$ cat src/rtl/core/tdpzp_pkg.sv
// ----------------------------------------------------------------------------
// tdpzp_pkg
// Shared types and constants of the int8 tile dot product unit.
// ----------------------------------------------------------------------------
package tdpzp_pkg;

   localparam int LANES       = 4;
   localparam int OPND_W      = 7;
   localparam int PROD_W      = 2 * OPND_W;
   localparam int DATA_W      = 32;
   localparam int ZP_W        = 8;
   localparam int SLOT_W      = 3;
   localparam int ROW_IDX_W   = 2;
   localparam int QUEUE_DEPTH = 4;
   localparam int DEF_ROWS    = 4;
   localparam int DEF_COLS    = 4;

   localparam logic KIND_SLICE = 1'b0;
   localparam logic KIND_SUM   = 1'b1;

   typedef logic [LANES-1:0][LANES-1:0][PROD_W-1:0] prod_grid_type;

   typedef struct packed {
      logic                is_sum;
      logic                emit;
      logic [SLOT_W-1:0]   slot;
      logic [DATA_W-1:0]   value;
      prod_grid_type       prod;
   } entry_type;

   typedef struct packed {
      logic busy;
      logic load;
   } back_stat_type;

endpackage

$ cat src/rtl/core/tdpzp_front.sv
// ----------------------------------------------------------------------------
// tdpzp_front
// Classify an incoming item and form the 4x4 operand products.
// ----------------------------------------------------------------------------
module tdpzp_front (
   input  logic                              kind,
   input  logic signed [tdpzp_pkg::OPND_W-1:0] act [tdpzp_pkg::LANES],
   input  logic signed [tdpzp_pkg::OPND_W-1:0] wgt [tdpzp_pkg::LANES],
   input  logic [tdpzp_pkg::DATA_W-1:0]      sum_value,
   input  logic [tdpzp_pkg::SLOT_W-1:0]      sum_slot,
   input  logic                              last,
   output tdpzp_pkg::entry_type              entry
);

   logic signed [tdpzp_pkg::PROD_W-1:0] prod [tdpzp_pkg::LANES][tdpzp_pkg::LANES];

   always_comb begin
      for (int r = 0; r < tdpzp_pkg::LANES; r++) begin
         for (int c = 0; c < tdpzp_pkg::LANES; c++) begin
            prod[r][c] = tdpzp_pkg::PROD_W'(act[r]) * tdpzp_pkg::PROD_W'(wgt[c]);
         end
      end
   end

   always_comb begin
      entry.is_sum = (kind == tdpzp_pkg::KIND_SUM);
      entry.emit   = (kind == tdpzp_pkg::KIND_SLICE) && last;
      entry.slot   = sum_slot;
      entry.value  = sum_value;
      for (int r = 0; r < tdpzp_pkg::LANES; r++) begin
         for (int c = 0; c < tdpzp_pkg::LANES; c++) begin
            entry.prod[r][c] = prod[r][c];
         end
      end
   end

endmodule

$ cat config.mk
export PLATFORM = sky130hd
export DESIGN_NAME = tdpzp_front
export DESIGN_NICKNAME = d
export VERILOG_FILES = /design/src/rtl/core/tdpzp_pkg.sv /design/src/rtl/core/tdpzp_front.sv
export SDC_FILE = /design/constraint.sdc
export NUM_CORES = 2
export LEC_CHECK = 0
export BUFFER_PORTS_ARGS = -buffer_cell sky130_fd_sc_hd__buf_2
export CAP_MARGIN = 20
export CORE_AREA = 3 3 277 279
export DETAILED_ROUTE_END_ITERATION = 8
export DIE_AREA = 0 0 280 282
export PLACE_DENSITY = 0.62
export RECOVER_POWER = 100
export SLEW_MARGIN = 10
export SYNTH_ARGS = -nofsm -noshare
export SYNTH_HDL_FRONTEND = slang
export SYNTH_SLANG_ARGS = --single-unit
$ cat constraint.sdc
create_clock -name vclk -period 6.3
set_clock_uncertainty 0.15 [all_clocks]
set_input_delay 0.315 -clock vclk [all_inputs]
set_output_delay 0.315 -clock vclk [all_outputs]
set_load 0.005 [all_outputs]
==> metrics.txt <==
Tightest Pin Transition 1.92 ns; Nets 5,198; Synth cell types 51; Mapped Avg Cell Area 8.35 sq um; CP Max Fanout 28; flip-flop and latch count 0; drt pass-1 iters 4; final critical-path share of the clock period 0.916; post-DP HPWL 62.9 mm; Storage cell area 0 sq um; first-pass GRT wire length 131 mm; final hold violation count 0; WP data required 5.83 ns; die area 0.0790 sq mm; crit path capture type primary output; RSZ-0062 raised after global routing no; Slew Limit Fails 81; GP Congestion 0.801; initial antenna violation count 8; core area 0.0744 sq mm; post-synthesis instance total 3,919; TNS Setup 0 ns; Syn-to-layout area delta 5.21%; outcome finished with violations; CLK BUF 0; slew margin rel. -0.280; drt drc 0; multi-input logic area 0.0276 sq mm; Mapped Nets 5,084; PostCTS Resize Cnt 0; initial core utilization 0.440; Post-CTS Hold Fix Bufs 0; port bufs 284; final antenna-violating net count 0; Tmin final 5.77 ns; Worst setup SP type input port; Die Y 282 um; total global routing overflow 0; GRT Overall Usage 0.205; final number of setup-violating endpoints 0; share of cells above drive strength 1 0.0583; Die Wd 280 um; violation count after the first detailed-route iteration 877; Site Rows 100; crit path from act[14]; largest net degree at the start of global routing 29; most frequent cells in the layout 1,136 x inv_1, 624 x fa_1, 448 x ha_1; HP Start sum_value[25]; WS Path Type in -> out; Ys Warns 0; commonest non-fill, non-tap cell in the layout inv_1; total wire length 79.2 mm; failing checks max-capacitance violations, max-slew violations; Max Clock Freq 173 MHz; routed vias/inst 4.91; top-level port count 354; vias in the first global route 25.2k; reported max-cap violation count 3; via count 24.6k; setup repair bufs after CTS 0; Seq/Total Area, Yosys 0; Post-Syn Area 0.0327 sq mm; Data arrival, critical path 5.31 ns; Filler cells 7,523; WL/cell 15.8 um; Hold Path Class in -> out
## stage by stage
step | std cells | hold slack [ns] | utilization | setup WS, ns | cell area [sq um]
finish | 5006 | 0.480 | 0.463 | 0.527 | 34400
global route | 5001 | 0.480 | 0.463 | 0.259 | 34400
CTS | 5000 | 0.480 | 0.465 | 0.814 | 34600
detailed placement | 5000 | 0.480 | 0.465 | 0.840 | 34600
global placement | 5000 | 0.480 | 0.465 | 0.877 | 34600
floorplan | 3919 | 0.510 | - | 1.57 | 32700
## kinds of logic (layout without fill, tap and decap cells)
group | count (synthesis) | count (layout) | share of synthesized area
buffers and inverters | 1322 | 1434 | 0.156
adders and majority gates | 1072 | 1072 | 0.553
and+or+nand+nor | 1004 | 1004 | 0.163
AOI/OAI and AO/OA | 272 | 272 | 0.0616
xor gates and xnor gates | 240 | 240 | 0.0642
muxes | 9 | 9 | 0.00302
other | 0 | 6 | 0
## cell usage after synthesis, types with 6 or more instances
library cell / count / area share
ha_1: 448 / 0.17
a311oi_1: 8 / 0.0021
a2111oi_2: 6 / 0.0028
nor2_1: 152 / 0.017
o22ai_1: 8 / 0.0015
a2111o_1: 8 / 0.0028
o311ai_1: 8 / 0.0021
a21o_1: 37 / 0.0085
a31oi_1: 13 / 0.0025
a22oi_1: 7 / 0.0016
nand2_1: 220 / 0.025
nand3_1: 11 / 0.0017
nand2b_1: 29 / 0.0055
xnor2_1: 205 / 0.055
nor2b_1: 22 / 0.0042
o21ai_1: 28 / 0.0043
inv_1: 1136 / 0.13
a21oi_1: 69 / 0.011
o21ai_0: 15 / 0.0023
fa_1: 624 / 0.38
mux2_2: 7 / 0.0024
o21ai_2: 6 / 0.0016
and3_1: 7 / 0.0013
nand4_1: 6 / 0.0011
clkbuf_1: 147 / 0.017
a211oi_2: 14 / 0.0054
nor4_1: 14 / 0.0027
and2_1: 487 / 0.093
o41ai_2: 9 / 0.0045
or2_1: 8 / 0.0015
nor3_1: 35 / 0.0054
o21bai_1: 16 / 0.0037
xor2_1: 35 / 0.0094
buf_4: 36 / 0.0083
o31a_1: 8 / 0.0021
## layer usage
metal  vias to the layer above  global-route usage  wire length (um)
met5                         -                   0                13
met2                       413               0.349             37200
met4                         2              0.0283              1280
met1                     12400               0.293             37500
met3                        49              0.0161              3260
li1                      11700                   -                 -
## worst max-delay path, stage by stage
cell and delay (ns):
clkbuf_1 1.08, nand2b_1 0.37, fa_1 0.48, fa_1 0.50, inv_1 0.05, fa_1 0.48, inv_1 0.05, fa_1 0.49
inv_1 0.05, ha_1 0.32, and3_1 0.19, a22oi_1 0.22, a21oi_1 0.14, a31oi_1 0.23, xnor2_1 0.18, clkbuf_1 0.15
## final timing paths
path,cells after the start,slack [ns],to
max,16,0.53,entry[97]
min,0,0.48,entry[249]
## area by class of cell
type | instances | area share
antenna | 6 | 0.000436
timing repair buffer | 296 | 0.0402
tap | 969 | 0.0352
inverter | 1138 | 0.124
multi-input combinational | 2597 | 0.800
