===== config.mk =====
export PLATFORM = sky130hd
export DESIGN_NAME = tdpzp_queue
export DESIGN_NICKNAME = d
export VERILOG_FILES = /design/src/rtl/core/tdpzp_pkg.sv /design/src/rtl/core/tdpzp_queue.sv
export SDC_FILE = /design/constraint.sdc
export NUM_CORES = 1
export LEC_CHECK = 0
export ABC_AREA = 0
export BUFFER_PORTS_ARGS = -buffer_cell sky130_fd_sc_hd__clkbuf_2
export CAP_MARGIN = 15
export CELL_PAD_IN_SITES_DETAIL_PLACEMENT = 1
export CELL_PAD_IN_SITES_GLOBAL_PLACEMENT = 1
export CORE_MARGIN = 5
export CORE_UTILIZATION = 50
export DETAILED_ROUTE_END_ITERATION = 12
export HOLD_SLACK_MARGIN = 0.12
export PLACE_DENSITY_LB_ADDON = 0.1
export SLEW_MARGIN = 20
export SYNTH_ARGS = -nofsm -noshare
export SYNTH_HDL_FRONTEND = slang
export SYNTH_SLANG_ARGS = --single-unit

===== constraint.sdc =====
create_clock -name clock -period 10.2 [get_ports clock]
set_input_delay 0.51 -clock clock [delete_from_list [all_inputs] [get_ports clock]]
set_output_delay 0.51 -clock clock [all_outputs]
set_load 0.1 [all_outputs]

===== src/rtl/core/tdpzp_pkg.sv =====
// ----------------------------------------------------------------------------
// tdpzp_pkg
// Shared types and constants of the int8 tile dot product unit.
// ----------------------------------------------------------------------------
package tdpzp_pkg;

   localparam int LANES       = 4;
   localparam int OPND_W      = 7;
   localparam int PROD_W      = 2 * OPND_W;
   localparam int DATA_W      = 32;
   localparam int ZP_W        = 8;
   localparam int SLOT_W      = 3;
   localparam int ROW_IDX_W   = 2;
   localparam int QUEUE_DEPTH = 4;
   localparam int DEF_ROWS    = 4;
   localparam int DEF_COLS    = 4;

   localparam logic KIND_SLICE = 1'b0;
   localparam logic KIND_SUM   = 1'b1;

   typedef logic [LANES-1:0][LANES-1:0][PROD_W-1:0] prod_grid_type;

   typedef struct packed {
      logic                is_sum;
      logic                emit;
      logic [SLOT_W-1:0]   slot;
      logic [DATA_W-1:0]   value;
      prod_grid_type       prod;
   } entry_type;

   typedef struct packed {
      logic busy;
      logic load;
   } back_stat_type;

endpackage


===== src/rtl/core/tdpzp_queue.sv =====
// ----------------------------------------------------------------------------
// tdpzp_queue
// Short FIFO of classified items between the front and the back.
// ----------------------------------------------------------------------------
module tdpzp_queue (
   input  logic                 clock,
   input  logic                 reset,
   input  logic                 push_valid,
   output logic                 push_ready,
   input  tdpzp_pkg::entry_type push_entry,
   output logic                 pop_valid,
   input  logic                 pop,
   output tdpzp_pkg::entry_type pop_entry
);

   localparam int PTR_W = $clog2(tdpzp_pkg::QUEUE_DEPTH);
   localparam int CNT_W = $clog2(tdpzp_pkg::QUEUE_DEPTH + 1);

   tdpzp_pkg::entry_type mem_ff [tdpzp_pkg::QUEUE_DEPTH];
   logic [PTR_W-1:0] wr_ptr_ff, wr_ptr_in;
   logic [PTR_W-1:0] rd_ptr_ff, rd_ptr_in;
   logic [CNT_W-1:0] count_ff, count_in;
   logic             do_push;
   logic             do_pop;

   assign push_ready = (count_ff != CNT_W'(tdpzp_pkg::QUEUE_DEPTH));
   assign pop_valid  = (count_ff != '0);
   assign pop_entry  = mem_ff[rd_ptr_ff];
   assign do_push    = push_valid && push_ready;
   assign do_pop     = pop && pop_valid;

   always_comb begin
      wr_ptr_in = do_push ? wr_ptr_ff + PTR_W'(1) : wr_ptr_ff;
      rd_ptr_in = do_pop ? rd_ptr_ff + PTR_W'(1) : rd_ptr_ff;
      count_in  = count_ff;
      if (do_push && !do_pop) begin
         count_in = count_ff + CNT_W'(1);
      end else if (do_pop && !do_push) begin
         count_in = count_ff - CNT_W'(1);
      end
   end

   always_ff @(posedge clock) begin
      if (do_push) begin
         mem_ff[wr_ptr_ff] <= push_entry;
      end
   end

   always_ff @(posedge clock) begin
      if (reset) begin
         wr_ptr_ff <= '0;
         rd_ptr_ff <= '0;
         count_ff  <= '0;
      end else begin
         wr_ptr_ff <= wr_ptr_in;
         rd_ptr_ff <= rd_ptr_in;
         count_ff  <= count_in;
      end
   end

endmodule


==> results.cfg <==
[status]
status = complete, no violations

[drt]
num_vias = 18094
met3_length_um = 5760
drt-met1-wl_um = 32500
drtIter0Drc = 999
antenna_left = 0
post_drt_wl_per_cell_um = 25.7
drt-total-wl_um = 85500
dr.pass1.iters = 5
remaining_drc_errors = 0
via_per_inst = 5.43
wl_met2_um = 45000
top_layer_used = met5

[synthesis]
ys_ff_latch = 1053
synth_compound_area_frac = 0.000985
ys_top_cells_by_area = edfxtp_1 82%, mux4_2 15%, buf_6 0.65%, dfxtp_1 0.47%, buf_2 0.38%
yosys.area_share.adder = 0.00217
async_reset_ff_frac = 0
synthMuxAreaShare = 0.155
netlist_instances = 1411
yosysTopAreaCellShare = 0.823
seq_area_frac_synth = 0.827
synthFlopType = edfxtp_1
syn-num-nets = 1682
ys_types = 23
avgSynthCellArea_um2 = 27.0
yosysTopAreaCell = edfxtp_1
yosys_warnings = 0
netlist_area_um2 = 38100
synth_top_family_by_area = multiplexers
ys_top_cells_by_count = 1044 x edfxtp_1, 261 x mux4_2, 29 x buf_2, 22 x buf_6, 9 x dfxtp_1
synth_most_common_cell = edfxtp_1
yosys.area_share.xor_xnor = 0.000919
synth-simple-area-share = 0.00220
synth_edf_count = 1044

[clock_network]
worstSkewPairLatency_ns = 0.66
cts.sinks = 1053
cts_tree = done
clock_path_buffers = 3
cts-root-buf = clkbuf_16
post-cts-setup-buffers = 0
path_clk_slew_ns = 0.06
htreeDepth = 3
cts_inserted_buffers = 106

[sta]
layout_min_cycle_time_ns = 4.08
drv_slew = 0
tns_ns = 0
relSlewSlack = 0.252
max_freq_mhz = 245
worst_slew_pin_slew_ns = 1.12
finalSetupViolCount = 0
rsz0062_at_grt = no
hold_viol = 0
fin_crit_sh = 0.400
finalClockSkew_ns = 0.0234

[finish]
final_nets = 2531
layoutNonFillerInstCount = 3332
drive_gt1_frac = 0.410
area_growth_pct = 25.3

[global_route]
grt_max_degree = 150
track_usage = 0.207
antenna_found_initial = 12
grt_overflow = 0
grt_pass1_wl_um = 128000
first_global_vias = 19915

[setup_path]
cp-end-kind = primary output
cp_cell_sequence = buf_12 > mux4_2 > clkbuf_2
crit_fanout = 110
worst_path_largest_cell_delay_ns = 1.00
crit_arrival_ns = 3.57
crit_slowest_cell = dfxtp_4
crit_type = reg2out
cp.required_ns = 9.69
startpoint_type = flop
r2r_start = count_ff[0]$_SDFFE_PP0P_

[power_and_ir_drop]
power.leakage_nw = 16.2
p_per_area_nw_per_um2 = 320
ir_drop_mv = 0.231

[place]
placed_cells_incl_taps = 2869
hpwl_um = 50000
gp_congestion = 0.721
portBuffers = 527

[floorplanning]
ios = 528
die_h_um = 286
dieWidth_um = 286
fp.coreArea_um2 = 75800
start_util = 0.503
die_area_um2 = 81800
std_cell_rows = 101

[job]
cap_violations = 0

[min_path]
holdCritStartpoint = reset
hp-class = in2reg
[report_power, final]
| group | switching (W) | internal (W) | total [W] |
|---|---|---|---|
| Sequential | 0.000168 | 0.00526 | 0.00543 |
| Combinational | 0.00489 | 0.00123 | 0.00611 |
| Clock | 0.00157 | 0.00219 | 0.00376 |
[through the flow]
step / cell area [um^2] / utilization / hold WS, ns / total power (W) / worst slack [ns]
after CTS: 47700 / 0.630 / 0.137 / 0.0155 / 5.90
final: 47800 / 0.630 / 0.172 / 0.0153 / 6.12
after floorplan: 38100 / - / 0.482 / 0.0107 / 2.80
after global placement: 41700 / 0.551 / 0.501 / 0.0116 / 6.59
after global routing: 47700 / 0.630 / 0.152 / 0.0158 / 5.80
after detailed placement: 41700 / 0.551 / 0.520 / 0.0116 / 6.63
[state kept, by name (all words and copies together) (netlist names), named ones only]
signal     count
count_ff       3
rd_ptr_ff      2
wr_ptr_ff      2
mem_ff      1044
[placed cells by master, fill, tap and decap left out, types with 2 or more instances in the layout]
cell type | synthesis | routed
ha_1 | 5 | 5
dfxtp_4 | 0 | 2
or3_1 | 2 | 2
clkinvlp_4 | 0 | 2
dlygate4sd3_1 | 0 | 261
mux4_2 | 261 | 261
nor2_1 | 8 | 8
mux2i_1 | 2 | 2
bufinv_16 | 0 | 10
and2_4 | 0 | 4
clkbuf_1 | 7 | 21
inv_16 | 0 | 2
buf_4 | 0 | 5
inv_1 | 3 | 3
nand2b_1 | 2 | 2
edfxtp_1 | 1044 | 1044
clkbuf_2 | 0 | 527
xor2_1 | 4 | 4
clkinv_1 | 0 | 20
clkinv_2 | 0 | 29
clkbuf_16 | 0 | 108
dfxtp_1 | 9 | 7
diode_2 | 0 | 8
buf_12 | 0 | 7
[cells by family after synthesis]
logic type      after synthesis
flops                      1053
fa+ha+maj                     6
compound gates                5
mux                         264
xor+xnor                      4
simple gates                 17
buf+inv                      62
[worst max-delay path, delay by kind of cell (launching register included)]
family | cells | cell delay, ns
multiplexers | 1 | 0.64
flip-flops | 1 | 1.00
buffers and inverters | 2 | 1.13
[final timing paths]
check	end	slack, ns	cells past startpoint
worst max-delay path	pop_entry[73]	6.12	3
worst min-delay path	count_ff[2]$_SDFFE_PP0P_	0.17	2
worst max register to register	mem_ff[1][68]$_DFFE_PP_	7.03	4
worst min register to register	wr_ptr_ff[1]$_SDFFE_PP0P_	0.53	2
[final cells by class]
type	instances	area [um^2]
Inverter	3	11.3
Antenna cell	8	20.0
Fill cell	6250	28100
Timing Repair Buffer	800	5430
Clock buffer	129	2780
Multi-Input combinational cell	296	6160
Sequential cell	1053	31500
Clock inverter	65	601
Tap cell	978	1220
[per-layer routing]
metal	track usage	up-vias
met5	0	-
met2	0.359	486
met1	0.259	9605
li1	-	7866
met4	0.0560	10
met3	0.0595	127
[timing repair]
action,in CTS,in global routing
resized for setup,0,0
hold buffers,261,0
setup endpoints to repair,0,0
hold endpoints to repair,1044,0
No activity file was read; power rests on OpenSTA's default activity.
