`src/rtl/core/tdpzp_pkg.sv`:
```
// ----------------------------------------------------------------------------
// tdpzp_pkg
// Shared types and constants of the int8 tile dot product unit.
// ----------------------------------------------------------------------------
package tdpzp_pkg;

   localparam int LANES       = 4;
   localparam int OPND_W      = 7;
   localparam int PROD_W      = 2 * OPND_W;
   localparam int DATA_W      = 32;
   localparam int ZP_W        = 8;
   localparam int SLOT_W      = 3;
   localparam int ROW_IDX_W   = 2;
   localparam int QUEUE_DEPTH = 4;
   localparam int DEF_ROWS    = 4;
   localparam int DEF_COLS    = 4;

   localparam logic KIND_SLICE = 1'b0;
   localparam logic KIND_SUM   = 1'b1;

   typedef logic [LANES-1:0][LANES-1:0][PROD_W-1:0] prod_grid_type;

   typedef struct packed {
      logic                is_sum;
      logic                emit;
      logic [SLOT_W-1:0]   slot;
      logic [DATA_W-1:0]   value;
      prod_grid_type       prod;
   } entry_type;

   typedef struct packed {
      logic busy;
      logic load;
   } back_stat_type;

endpackage

```
`src/rtl/core/tdpzp_if.sv`:
```


interface tdpzp_rsp_if;
   logic        valid;
   logic        ready;
   logic [1:0]  row_index;
   logic signed [31:0] out0;
   logic signed [31:0] out1;
   logic signed [31:0] out2;
   logic signed [31:0] out3;
   logic        row_last;

   modport source (output valid, row_index, out0, out1, out2, out3, row_last, input ready);
   modport sink (input valid, row_index, out0, out1, out2, out3, row_last, output ready);
endinterface

```
`src/rtl/core/tdpzp_back.sv`:
```
// ----------------------------------------------------------------------------
// tdpzp_back
// Accumulate slices, hold correction sums, and emit corrected result rows.
// ----------------------------------------------------------------------------
module tdpzp_back #(
   parameter int TILE_ROWS = tdpzp_pkg::DEF_ROWS,
   parameter int TILE_COLS = tdpzp_pkg::DEF_COLS
) (
   input  logic                           clock,
   input  logic                           reset,
   input  logic                           q_valid,
   input  tdpzp_pkg::entry_type           q_entry,
   output logic                           q_pop,
   input  logic                           csr_wr_en,
   input  logic signed [tdpzp_pkg::ZP_W-1:0] csr_wr_data,
   tdpzp_rsp_if.source                    rsp_chan,
   output tdpzp_pkg::back_stat_type       stat
);

   localparam int ROW_W = (TILE_ROWS > 1) ? $clog2(TILE_ROWS) : 1;
   localparam int DW    = tdpzp_pkg::DATA_W;
   localparam int NL    = tdpzp_pkg::LANES;

   logic [DW-1:0] acc_ff  [TILE_ROWS][NL];
   logic [DW-1:0] acc_in  [TILE_ROWS][NL];
   logic [DW-1:0] acc_sum [TILE_ROWS][NL];
   logic [DW-1:0] row_ff  [TILE_ROWS];
   logic [DW-1:0] row_in  [TILE_ROWS];
   logic [DW-1:0] col_ff  [NL];
   logic [DW-1:0] col_in  [NL];
   logic [DW-1:0] buf_ff  [TILE_ROWS][NL];
   logic [DW-1:0] snap_ff [TILE_ROWS];
   logic [DW-1:0] out_ff  [NL];
   logic [DW-1:0] out_in  [NL];
   logic signed [tdpzp_pkg::ZP_W-1:0] zp_ff;
   logic [ROW_W-1:0] cnt_ff, cnt_in;
   logic             busy_ff, busy_in;
   logic             valid_ff, valid_in;
   logic [tdpzp_pkg::ROW_IDX_W-1:0] row_idx_ff;
   logic             row_last_ff;
   logic             load;
   logic             advance;
   logic             at_end;
   logic signed [DW+tdpzp_pkg::ZP_W-1:0] corr_full;
   logic [DW-1:0]    corr;

   assign q_pop   = q_valid && (!q_entry.emit || !busy_ff);
   assign load    = q_pop && q_entry.emit;
   assign advance = busy_ff && (!valid_ff || rsp_chan.ready);
   assign at_end  = (cnt_ff == ROW_W'(TILE_ROWS - 1));

   assign stat.busy = busy_ff;
   assign stat.load = load;

   always_comb begin
      for (int r = 0; r < TILE_ROWS; r++) begin
         for (int c = 0; c < NL; c++) begin
            if (r < NL && c < TILE_COLS) begin
               acc_sum[r][c] = acc_ff[r][c] + DW'($signed(q_entry.prod[r][c]));
            end else begin
               acc_sum[r][c] = '0;
            end
            if (q_pop && !q_entry.is_sum) begin
               acc_in[r][c] = q_entry.emit ? '0 : acc_sum[r][c];
            end else begin
               acc_in[r][c] = acc_ff[r][c];
            end
         end
      end
      for (int r = 0; r < TILE_ROWS; r++) begin
         row_in[r] = row_ff[r];
         if (r < NL && q_pop && q_entry.is_sum && !q_entry.slot[2]
             && q_entry.slot[1:0] == 2'(r)) begin
            row_in[r] = q_entry.value;
         end
      end
      for (int c = 0; c < NL; c++) begin
         col_in[c] = col_ff[c];
         if (c < TILE_COLS && q_pop && q_entry.is_sum && q_entry.slot[2]
             && q_entry.slot[1:0] == 2'(c)) begin
            col_in[c] = q_entry.value;
         end
      end
   end

   assign corr_full = zp_ff * $signed(snap_ff[cnt_ff]);
   assign corr      = corr_full[DW-1:0];

   always_comb begin
      for (int c = 0; c < NL; c++) begin
         out_in[c] = (c < TILE_COLS) ? buf_ff[cnt_ff][c] - corr : '0;
      end
      cnt_in  = cnt_ff;
      busy_in = busy_ff;
      if (advance) begin
         cnt_in  = at_end ? '0 : cnt_ff + ROW_W'(1);
         busy_in = !at_end;
      end
      if (load) begin
         cnt_in  = '0;
         busy_in = 1'b1;
      end
      valid_in = advance || (valid_ff && !rsp_chan.ready);
   end

   always_ff @(posedge clock) begin
      if (load) begin
         for (int r = 0; r < TILE_ROWS; r++) begin
            snap_ff[r] <= row_ff[r];
            for (int c = 0; c < NL; c++) begin
               buf_ff[r][c] <= acc_sum[r][c] + col_ff[c];
            end
         end
      end
      if (advance) begin
         out_ff      <= out_in;
         row_idx_ff  <= tdpzp_pkg::ROW_IDX_W'(cnt_ff);
         row_last_ff <= at_end;
      end
   end

   always_ff @(posedge clock) begin
      if (reset) begin
         for (int r = 0; r < TILE_ROWS; r++) begin
            row_ff[r] <= '0;
            for (int c = 0; c < NL; c++) begin
               acc_ff[r][c] <= '0;
            end
         end
         for (int c = 0; c < NL; c++) begin
            col_ff[c] <= '0;
         end
         zp_ff    <= '0;
         cnt_ff   <= '0;
         busy_ff  <= 1'b0;
         valid_ff <= 1'b0;
      end else begin
         acc_ff   <= acc_in;
         row_ff   <= row_in;
         col_ff   <= col_in;
         cnt_ff   <= cnt_in;
         busy_ff  <= busy_in;
         valid_ff <= valid_in;
         if (csr_wr_en) begin
            zp_ff <= csr_wr_data;
         end
      end
   end

   assign rsp_chan.valid     = valid_ff;
   assign rsp_chan.row_index = row_idx_ff;
   assign rsp_chan.out0      = out_ff[0];
   assign rsp_chan.out1      = out_ff[1];
   assign rsp_chan.out2      = out_ff[2];
   assign rsp_chan.out3      = out_ff[3];
   assign rsp_chan.row_last  = row_last_ff;

endmodule

```
`src/flat_wrapper.sv`:
```
// flat-port wrapper written by rule: the top's interface ports become plain ports
module tdpzp_back_flat 
#(
   parameter int TILE_ROWS = tdpzp_pkg::DEF_ROWS,
   parameter int TILE_COLS = tdpzp_pkg::DEF_COLS
)
  (clock, reset, q_valid, q_entry, q_pop, csr_wr_en, csr_wr_data, stat, rsp_chan_valid, rsp_chan_row_index, rsp_chan_out0, rsp_chan_out1, rsp_chan_out2, rsp_chan_out3, rsp_chan_row_last, rsp_chan_ready);
  tdpzp_rsp_if rsp_chan_i ();
  input  logic clock;
  input  logic reset;
  input  logic q_valid;
  input  tdpzp_pkg::entry_type q_entry;
  output logic q_pop;
  input  logic csr_wr_en;
  input  logic signed [tdpzp_pkg::ZP_W-1:0] csr_wr_data;
  output tdpzp_pkg::back_stat_type stat;
  output wire logic [$bits(rsp_chan_i.valid)-1:0] rsp_chan_valid;
  output wire logic [$bits(rsp_chan_i.row_index)-1:0] rsp_chan_row_index;
  output wire logic [$bits(rsp_chan_i.out0)-1:0] rsp_chan_out0;
  output wire logic [$bits(rsp_chan_i.out1)-1:0] rsp_chan_out1;
  output wire logic [$bits(rsp_chan_i.out2)-1:0] rsp_chan_out2;
  output wire logic [$bits(rsp_chan_i.out3)-1:0] rsp_chan_out3;
  output wire logic [$bits(rsp_chan_i.row_last)-1:0] rsp_chan_row_last;
  input wire logic [$bits(rsp_chan_i.ready)-1:0] rsp_chan_ready;
  assign rsp_chan_valid = rsp_chan_i.valid;
  assign rsp_chan_row_index = rsp_chan_i.row_index;
  assign rsp_chan_out0 = rsp_chan_i.out0;
  assign rsp_chan_out1 = rsp_chan_i.out1;
  assign rsp_chan_out2 = rsp_chan_i.out2;
  assign rsp_chan_out3 = rsp_chan_i.out3;
  assign rsp_chan_row_last = rsp_chan_i.row_last;
  assign rsp_chan_i.ready = rsp_chan_ready;
  tdpzp_back #(.TILE_ROWS(TILE_ROWS), .TILE_COLS(TILE_COLS)) u_core (.clock(clock), .reset(reset), .q_valid(q_valid), .q_entry(q_entry), .q_pop(q_pop), .csr_wr_en(csr_wr_en), .csr_wr_data(csr_wr_data), .rsp_chan(rsp_chan_i), .stat(stat));
endmodule
```
`config.mk`:
```
export PLATFORM = sky130hd
export DESIGN_NAME = tdpzp_back_flat
export DESIGN_NICKNAME = d
export VERILOG_FILES = /design/src/rtl/core/tdpzp_pkg.sv /design/src/rtl/core/tdpzp_if.sv /design/src/rtl/core/tdpzp_back.sv /design/src/flat_wrapper.sv
export SDC_FILE = /design/constraint.sdc
export NUM_CORES = 2
export LEC_CHECK = 0
export BUFFER_PORTS_ARGS = -buffer_cell sky130_fd_sc_hd__buf_4
export CAP_MARGIN = 10
export CELL_PAD_IN_SITES_DETAIL_PLACEMENT = 0
export CELL_PAD_IN_SITES_GLOBAL_PLACEMENT = 1
export CORE_MARGIN = 2
export CORE_UTILIZATION = 30
export CTS_CLUSTER_DIAMETER = 50
export DETAILED_ROUTE_END_ITERATION = 8
export PLACE_DENSITY = 0.65
export SYNTH_ARGS = -nofsm -noshare
export SYNTH_HDL_FRONTEND = slang
export SYNTH_SLANG_ARGS = --single-unit
```
`constraint.sdc`:
```
create_clock -name clock -period 27.6 [get_ports clock]
set_clock_uncertainty 0.1 [all_clocks]
set_input_delay 2.76 -clock clock [delete_from_list [all_inputs] [get_ports clock]]
set_output_delay 2.76 -clock clock [all_outputs]
set_load 0.01 [all_outputs]
```
==> impl_metrics.toml <==
[global_routing]
grt_max_degree = 146
grt_pass1_vias = 84100
antenna_found_initial = 53
grt_pass1_wl_mm = 567
globalRoute.totalOverflow = 0
grt_util_all_layers = 0.209

[cts]
cts_made_buffers = 267
cts_tree = "done"
postCtsSetupRepairBufs = 0
insertion_delay_ns = 0.93
clkTransAtPathRegs_ns = 0.06
cts_buffer_depth = 4
htree_levels = 5
root_buffer = "clkbuf_16"
cts_hold_buf = 0
clock-sinks = 1553
cts_resized = 0

[cells_and_area]
fillerInstances = 36600
fin_util = 0.350
drive_above_1_share = 0.105
syn_to_final_growth_pct = 16.3
layout.nets = 13300

[critical_path]
endpoint_kind = "register"
start_kind = "register"
critPathKind = "reg2reg"
required_ns = 28.12
crit_arrival_ns = 11.16
crit_fanout = 36

[synthesis]
synth.net_count = 12900
synth_area_per_cell_um2 = 9.64
yosysWarnings = 0
syn-cell-area_mm2 = 0.109
synth_most_common_cell = "ha_1"
seq_area_frac_synth = 0.356
yosys-top-cells-count = "1168 x ha_1, 1134 x a21oi_1, 956 x nor2_1, 918 x nand2_1, 801 x xnor2_1"
synth_ff_type = "dfxtp_1"
synth_top_area_frac = 0.212
syn_inst = 11300
yosys.area.top_type = "edfxtp_1"
ys_ff_latch = 1553
yosysUniqueCellTypes = 123
synth_area_leaders = "edfxtp_1 21%, dfxtp_1 14%, ha_1 13%"
async_flop_share = 0
synth_edf_count = 771

[pwr]
clockPowerShare = 0.383
power.internal_mw = 5.70
seq_power_share = 0.308
p_leak_nw = 53.1
power_density_mw_per_mm2 = 70.7
swShare = 0.364
combPwrFrac = 0.310
switchingPower_mw = 3.27
irDropWorstVdd_v = 0.0000476

[floorplanning]
die_area_mm2 = 0.368
num_rows = 221
start_util = 0.301
core_mm2 = 0.362
io_pins = 409
die_y_um = 607
die_w_um = 607

[route]
drt_iter0_markers = 6134
finalWirelength_mm = 393
viasPerCell = 5.16
drc = 0
detail-route-antenna-nets = 0
drtPass1Iterations = 5
post_drt_wl_per_cell_um = 23.4
vias = 86400

[timing]
fin_crit_sh = 0.386
rsz0062_at_grt = "false"
fmax_mhz = 94.0
hold_viol_final = 0
slew_headroom = 0.0579
finalSetupViolations = 0
finalMaxSlewViolations = 0
finalSetupTns_ns = 0
worst_pin_slew_ns = 1.40
period_minus_slack_ns = 10.64

[worst_hold_path]
hp-class = "reg2reg"

[job]
cap_violations = 0

[run_status]
outcome = "completed"

[placement]
gp_congestion = 0.901
post-dp-hpwl_mm = 303
io_buffers = 408
-- through the flow --
| stage | instance area [um^2] | cells | total power [mW] | hold slack, ns | setup WS (ns) |
|---|---|---|---|---|---|
| finish | 127000 | 16800 | 8.97 | 0.315 | 16.96 |
| global route | 127000 | 16700 | 9.30 | 0.315 | 16.23 |
| CTS | 127000 | 16700 | 9.01 | 0.317 | 16.88 |
| detailed placement | 118000 | 16200 | 5.55 | 0.314 | 16.92 |
| global placement | 118000 | 16200 | 5.56 | 0.309 | 16.91 |
| floorplan | 109000 | 11300 | 4.38 | 0.308 | 5.46 |
-- path summary, 6_finish.rpt --
kind	from	end	slack [ns]	cells past startpoint
max reg2reg	register	u_core.rsp_chan.out0[31]	16.96	27
min	u_core.row_ff[57]	u_core.snap_ff[2][25]	0.31	0
min reg2reg	u_core.row_ff[57]	u_core.snap_ff[2][25]	0.31	0
max	register	u_core.rsp_chan.out0[31]	16.96	27
-- critical path, stage by stage, from the launching register on --
cell and delay [ns]:
dfxtp_4 0.83, buf_4 0.76, mux4_2 0.74, and2_1 0.23, fa_1 0.57, fa_1 0.44, fa_1 0.50, inv_1 0.05
fa_1 0.49, inv_1 0.04, ha_1 0.43, a21oi_1 0.40, nor2_1 0.09, a211oi_1 0.51, nand3_1 0.60, ha_1 0.56
a21o_1 0.22, or3_1 0.30, a211o_1 0.26, a41oi_1 0.52, a211oi_1 0.21, o311a_1 0.38, o31a_1 0.28, o21a_1 0.17
nor2_1 0.16, o21bai_1 0.08, a21oi_1 0.19, xnor2_1 0.10
-- state kept, by name, indices dropped and copies added (netlist names), named ones only --
signal	cells
u_core.acc_ff	512
u_core.buf_ff	512
u_core.busy_ff	1
u_core.cnt_ff	2
u_core.col_ff	128
u_core.row_ff	128
u_core.rsp_chan.out0	32
u_core.rsp_chan.out1	32
u_core.rsp_chan.out2	32
u_core.rsp_chan.out3	32
u_core.rsp_chan.row_index	2
u_core.rsp_chan.row_last	1
u_core.rsp_chan.valid	1
u_core.snap_ff	128
u_core.zp_ff	8
-- power by group through the flow --
stage                     Clock, mW  Sequential (mW)  Combinational [mW]
final                          3.43             2.76                2.78
after global routing           3.59             2.77                2.94
after CTS                      3.49             2.77                2.75
after detailed placement          0             2.81                2.74
after global placement            0             2.81                2.75
after floorplan                   0             2.81                1.57
-- cells by family after synthesis --
kind of cell	Yosys count	synth area share
flip-flops	1553	0.356
adder cells (fa/ha/maj)	1367	0.170
XOR/XNOR	1069	0.0862
AND/OR/NAND/NOR	2987	0.127
multiplexers	176	0.0344
buffers and inverters	958	0.0338
AO/OA/AOI/OAI	3202	0.192
-- cell type report --
class                           instances  area, um^2  area share
Multi-Input combinational cell       8801       66800       0.526
Sequential cell                      1553       38800       0.306
Clock buffer                          335        7350      0.0580
Tap cell                             4794        6000      0.0473
Timing Repair Buffer                  492        3780      0.0298
Inverter                              599        2250      0.0178
Clock inverter                        157        1790      0.0141
Antenna cell                           23        57.6    0.000454
-- layout by cell type, fill, tap and decap left out, types with 54 or more instances in the layout --
master,instances
ha_1,1168
a21oi_1,1134
nor2_1,953
nand2_1,917
xnor2_1,797
dfxtp_1,780
edfxtp_1,771
inv_1,596
buf_4,485
o21ai_0,372
a21o_1,335
a22oi_1,331
clkbuf_16,276
o21bai_1,266
xor2_1,256
and2_1,200
fa_1,193
mux4_2,159
nor3_1,151
nand3_1,146
nor2b_1,146
o21a_1,136
nand2b_1,130
a22o_1,128
and3_1,71
a31oi_1,71
or3_1,54
a211oi_1,54
-- layer usage --
layer,wire length (um),up-vias,GRT usage,share of wire
li1,-,42000,-,-
met1,167000,41800,0.261,0.43
met2,186000,2070,0.353,0.47
met3,18700,563,0.0275,0.048
met4,20600,8,0.100,0.053
met5,57,-,0,0.00015
Note: power is estimated with default switching activity, not from simulation.
